--- config.mk ---
export PLATFORM = sky130hd
export DESIGN_NAME = tfbms_ring
export DESIGN_NICKNAME = d
export VERILOG_FILES = /design/src/sv/tfbms_pkg.sv /design/src/sv/tfbms_ring.sv
export SDC_FILE = /design/constraint.sdc
export NUM_CORES = 2
export LEC_CHECK = 0
export ABC_AREA = 0
export BUFFER_PORTS_ARGS = -buffer_cell sky130_fd_sc_hd__buf_2
export CORE_UTILIZATION = 40
export DETAILED_ROUTE_END_ITERATION = 10
export PLACE_DENSITY = 0.56
export SYNTH_ARGS = -nofsm -noshare
export SYNTH_HDL_FRONTEND = slang
export SYNTH_SLANG_ARGS = --single-unit
--- constraint.sdc ---
create_clock -name clk -period 9.7 [get_ports clk]
set_input_delay 1.455 -clock clk [delete_from_list [all_inputs] [get_ports clk]]
set_output_delay 1.455 -clock clk [all_outputs]
set_load 0.1 [all_outputs]
--- src/sv/tfbms_pkg.sv ---
package tfbms_pkg;

  localparam int TABU_DEPTH_DEF = 64;
  localparam int HASH_W         = 64;
  localparam int HEIGHT_W       = 32;
  localparam int LEN_W          = 6;
  localparam int APB_DW         = 32;
  localparam int APB_AW         = 3;

  localparam logic [LEN_W-1:0] LEN_RESET = LEN_W'(8);

  localparam logic REG_KEEP_LEN    = 1'b0;
  localparam logic REG_SEED_INSERT = 1'b1;

  typedef enum logic [1:0] {
    OP_START    = 2'd0,
    OP_NEIGHBOR = 2'd1,
    OP_END      = 2'd2
  } op_t;

endpackage

--- src/sv/tfbms_ring.sv ---
module tfbms_ring
  import tfbms_pkg::*;
#(
  parameter int DEPTH = TABU_DEPTH_DEF,
  parameter int AW    = $clog2(DEPTH)
) (
  input  logic              clk,
  input  logic              we,
  input  logic [AW-1:0]     waddr,
  input  logic [HASH_W-1:0] wdata,
  input  logic [AW-1:0]     raddr,
  output logic [HASH_W-1:0] rdata
);

  logic [HASH_W-1:0] mem [DEPTH];

  always_ff @(posedge clk) begin
    if (we) begin
      mem[waddr] <= wdata;
    end
  end

  always_ff @(posedge clk) begin
    rdata <= mem[raddr];
  end

endmodule

# After elaboration in Yosys (flattened, before gate mapping)

Memory sizes are Yosys's and may differ from the RTL's. A register that Yosys moved wholly into a read port is not among the register bits.
Cells that the tools add are included.

Register bits: 0
Memories kept: 1
Bits in latches: 0
RAM bits: 4,096
ROM bits: 0

Multiplexer cells: 2
Shift operators: 0
Reductions and logical operators: 0
Div/mod/pow operators: 0
Equality and inequality tests: 0
Magnitude comparators: 0
Multiply operators: 0
Bitwise logic cells: 0
Add/sub/neg operators: 0

Memories:

| memory | words | bits a word | rd ports | clocked after Yosys merged registers in | write ports | RTL line         | RTL |
|---|---|---|---|---|---|---|---|
| mem    | 64    | 64          | 1        | 1                                       | 1           | tfbms_ring.sv:15 | `logic [HASH_W-1:0] mem [DEPTH];` |

Operators with widths:

| cell   | count |
|---|---|
| $mux 1 | 2 |

# Depth between registers and ports, before layout

Word-level depth: 2
Mapped depth: 9
Mapped depth without buffers: 5

# Worst setup path after synthesis

Ideal clock, no wire load.

Path kind: input to register
Start: input waddr[3]
End: memory mem[48][0] (enable)
Stages: 4
Path buffers: 1
Data required time: 9.136 ns
Setup time: 0.564 ns
Arrival time: 6.327 ns
Slack: 2.809 ns
Cell sequence: clkbuf_1 -> nor2b_1 -> nand4b_1 -> nor3_1

RTL lines:

| item        | RTL line         | RTL |
|---|---|---|
| from (decl) | tfbms_ring.sv:9  | `input logic [AW-1:0] waddr,` |
| to (decl)   | tfbms_ring.sv:15 |  |

No word-level cell before the write port.

==> out/metrics.cfg <==
[placed_design]
io_buffers=141
numPlacedInstances=11800
place_congestion=0.772
dp.final_hpwl_um=238000
placed_area_um2=164000

[global_routing]
grt_usage_pct=22.7
grt_pass1_vias=76200
grt_first_pass_wirelength_um=620000
gr-total-overflow=0
grt_antenna_before_repair=62
grt_max_degree=106

[yosys]
synth_area_leader_cell=edfxtp_1
yosys_warnings=0
syn_area_um2=156000
synthCells=6598
ys.flop_type=edfxtp_1
ys_top_cells_by_area=edfxtp_1 (79%), mux4_2 (15%), mux2i_1 (0.86%)
ys_seq_area_share_pct=79.5
synth_edf_count=4096
synth_nets=6676
async_flop_share_pct=0
yosys.cell_types.count=33
postSynthAreaPerCell_um2=23.7
synth_seq_cells=4160
synth_top_cell_area_share_pct=78.7

[cells_and_area]
final-instance-count-excl-fill=12600
postLayoutCoreUtil_pct=45.8
area_delta_synth_final_pct=13.9
drive_gt1_share_pct=28.3
final_cell_area_um2=178000
fin_nets=7091
n_fill_cell=32300

[timing]
tns_ns=0
tightest_slew_ns=1.27
relSlewSlack_pct=15.6
finalSetupViolCount=0
fin_crit_ns=4.24
finalHoldViolCount=0
slew_violations=0
rsz0062_at_grt=no
period_share_pct=43.7
fin_skew_ns=0.0366
fmax_ghz=0.236

[power]
switchingPower_w=0.00830
pwr-share-seq_pct=52.2
p_leak_nw=55.1
p_comb_share_pct=5.1
p_clk_share_pct=42.6
p_per_area_nw_per_um2=215
ir_drop_v=0.000155
p_int_w=0.0300
switching_share_pct=21.7

[worst_setup_path]
cpPeakStageDelay_ns=0.88
crit_top_cell=buf_4
end_kind=flop
crit_path_max_fanout=60
worstSetupStartpointType=input pin
required_ns=10.52
path_buf_inv=3
worstSetupPathType=in -> reg
critical_path.cell_chain=buf_8 > buf_4 > buf_4 > mux4_2 > or3_1 > a41oi_1 > a211oi_1
slowest_stage=buf_4
crit_family=buffers and inverters
arrival_ns=5.06

[drt]
routed_via_density=5.95
drt_iter0_drc=8871
drtAntennaViolNets=0
wl_um=447000
drcViolationCount=12
wl_per_cell_um=35.5
vias=75000
first_pass_iters=8

[clock_network]
cts_hold_buf=0
insertion_delay_ns=0.98
cts_tree=built
clock_sink_count=4160
cts_setup_buffers=0
clk_path_buf_depth=4
numCtsBuffers=428
clkTransAtPathRegs_ns=0.06
ctsResizeCount=0
htreeDepth=5
clockRootBuffer=clkbuf_16

[floorplan]
die-area_um2=393000
top_level_ports=142
core_area_um2=389000
die_h_um=627
start_util_pct=40.2
fp-row-count=229
fp.dieW_um=627

[hold_path]
hp-class=reg -> reg

[run]
cap_viol_max_count=0

[outcome]
violations=DRC
status=finished with violations

## sequential cells by signal (all words and copies together) (netlist names)
register / count
mem: 4096
rdata: 64
## logic make-up (layout without fill, tap and decap cells)
kind of cell / after synthesis / in the layout / synth area share (%)
DFF: 4160 / 4160 / 79.5
muxes: 1159 / 1159 / 15.6
AOI/OAI and AO/OA: 504 / 504 / 2.48
buffers and inverters: 389 / 1171 / 1.18
and+or+nand+nor: 386 / 386 / 1.24
other: 0 / 21 / 0
## stage by stage
step	total power [W]	worst slack, ns	hold WS (ns)
after floorplan	0.0215	2.81	0.788
after CTS	0.0386	5.59	0.823
after global placement	0.0224	4.54	0.816
final	0.0383	5.46	0.810
after detailed placement	0.0224	4.52	0.818
after global routing	0.0393	5.41	0.844
## final cells by class
class                           instances  area [µm²]  area share [%]
Clock buffer                          585       11700            6.58
Antenna cell                           21        52.6          0.0295
Multi-Input combinational cell       2049       30800            17.3
Timing Repair Buffer                  355        2530            1.42
Inverter                               19        71.3          0.0400
Clock inverter                        212        2160            1.21
Tap cell                             5197        6500            3.65
Sequential cell                      4160      124000            69.8
## Yosys cell counts, types with 26 or more instances
master / count
edfxtp_1: 4096
mux4_2: 1024
buf_2: 170
a22oi_1: 168
clkbuf_1: 140
mux2i_1: 135
nor2_1: 112
a22o_1: 88
o22ai_1: 83
and3_1: 64
dfxtp_1: 64
a211oi_1: 63
nand2_1: 58
nand3_1: 45
o221ai_1: 38
buf_4: 34
or3_1: 29
nor2b_1: 28
or2_2: 28
a41oi_1: 26
## worst register-to-register path, delay by kind of cell (launching register included)
family,cells,cell delay [ns]
muxes,1,0.46
DFF,1,0.35
and+or+nand+nor,2,0.38
AOI/OAI and AO/OA,2,0.91
## power groups by stage
stage          clock, W  combinational (W)  sequential (W)
2_1_floorplan         0           0.000927          0.0206
3_3_place_gp          0            0.00196          0.0204
3_5_place_dp          0            0.00199          0.0204
4_1_cts          0.0166            0.00199          0.0200
5_1_grt          0.0172            0.00207          0.0200
6_report         0.0163            0.00196          0.0200
## path summary, 6_finish.rpt
check	to	from	slack [ns]	cells after the start
worst min-delay path	rdata[16]	mem[61][16]	0.81	4
worst max-delay path	rdata[36]	raddr[2]	5.46	7
worst max register to register	rdata[26]	mem[13][26]	7.51	5
worst min register to register	rdata[16]	mem[61][16]	0.81	4
## per-layer routing
layer	global-route usage, %	vias to the layer above	share of wire [%]
li1	-	29400	-
met1	32.2	41600	41
met2	37.0	3230	49
met3	3.09	707	7.5
met4	6.09	12	2.8
met5	0	-	0.015
## layout by cell type, fill, tap and decap left out, types with 55 or more instances in the layout
cell type and count:
buf_4 199, clkinv_2 67, clkbuf_1 119, and3_1 64
mux2i_1 135, clkinv_1 72, a211oi_1 63, edfxtp_1 4096
mux4_2 1024, clkbuf_16 432, nand2_1 55, a22o_1 88
dfxtp_1 64, a22oi_1 168, buf_2 138, o22ai_1 83
nor2_4 65
Note: power is estimated with default switching activity, not from simulation.
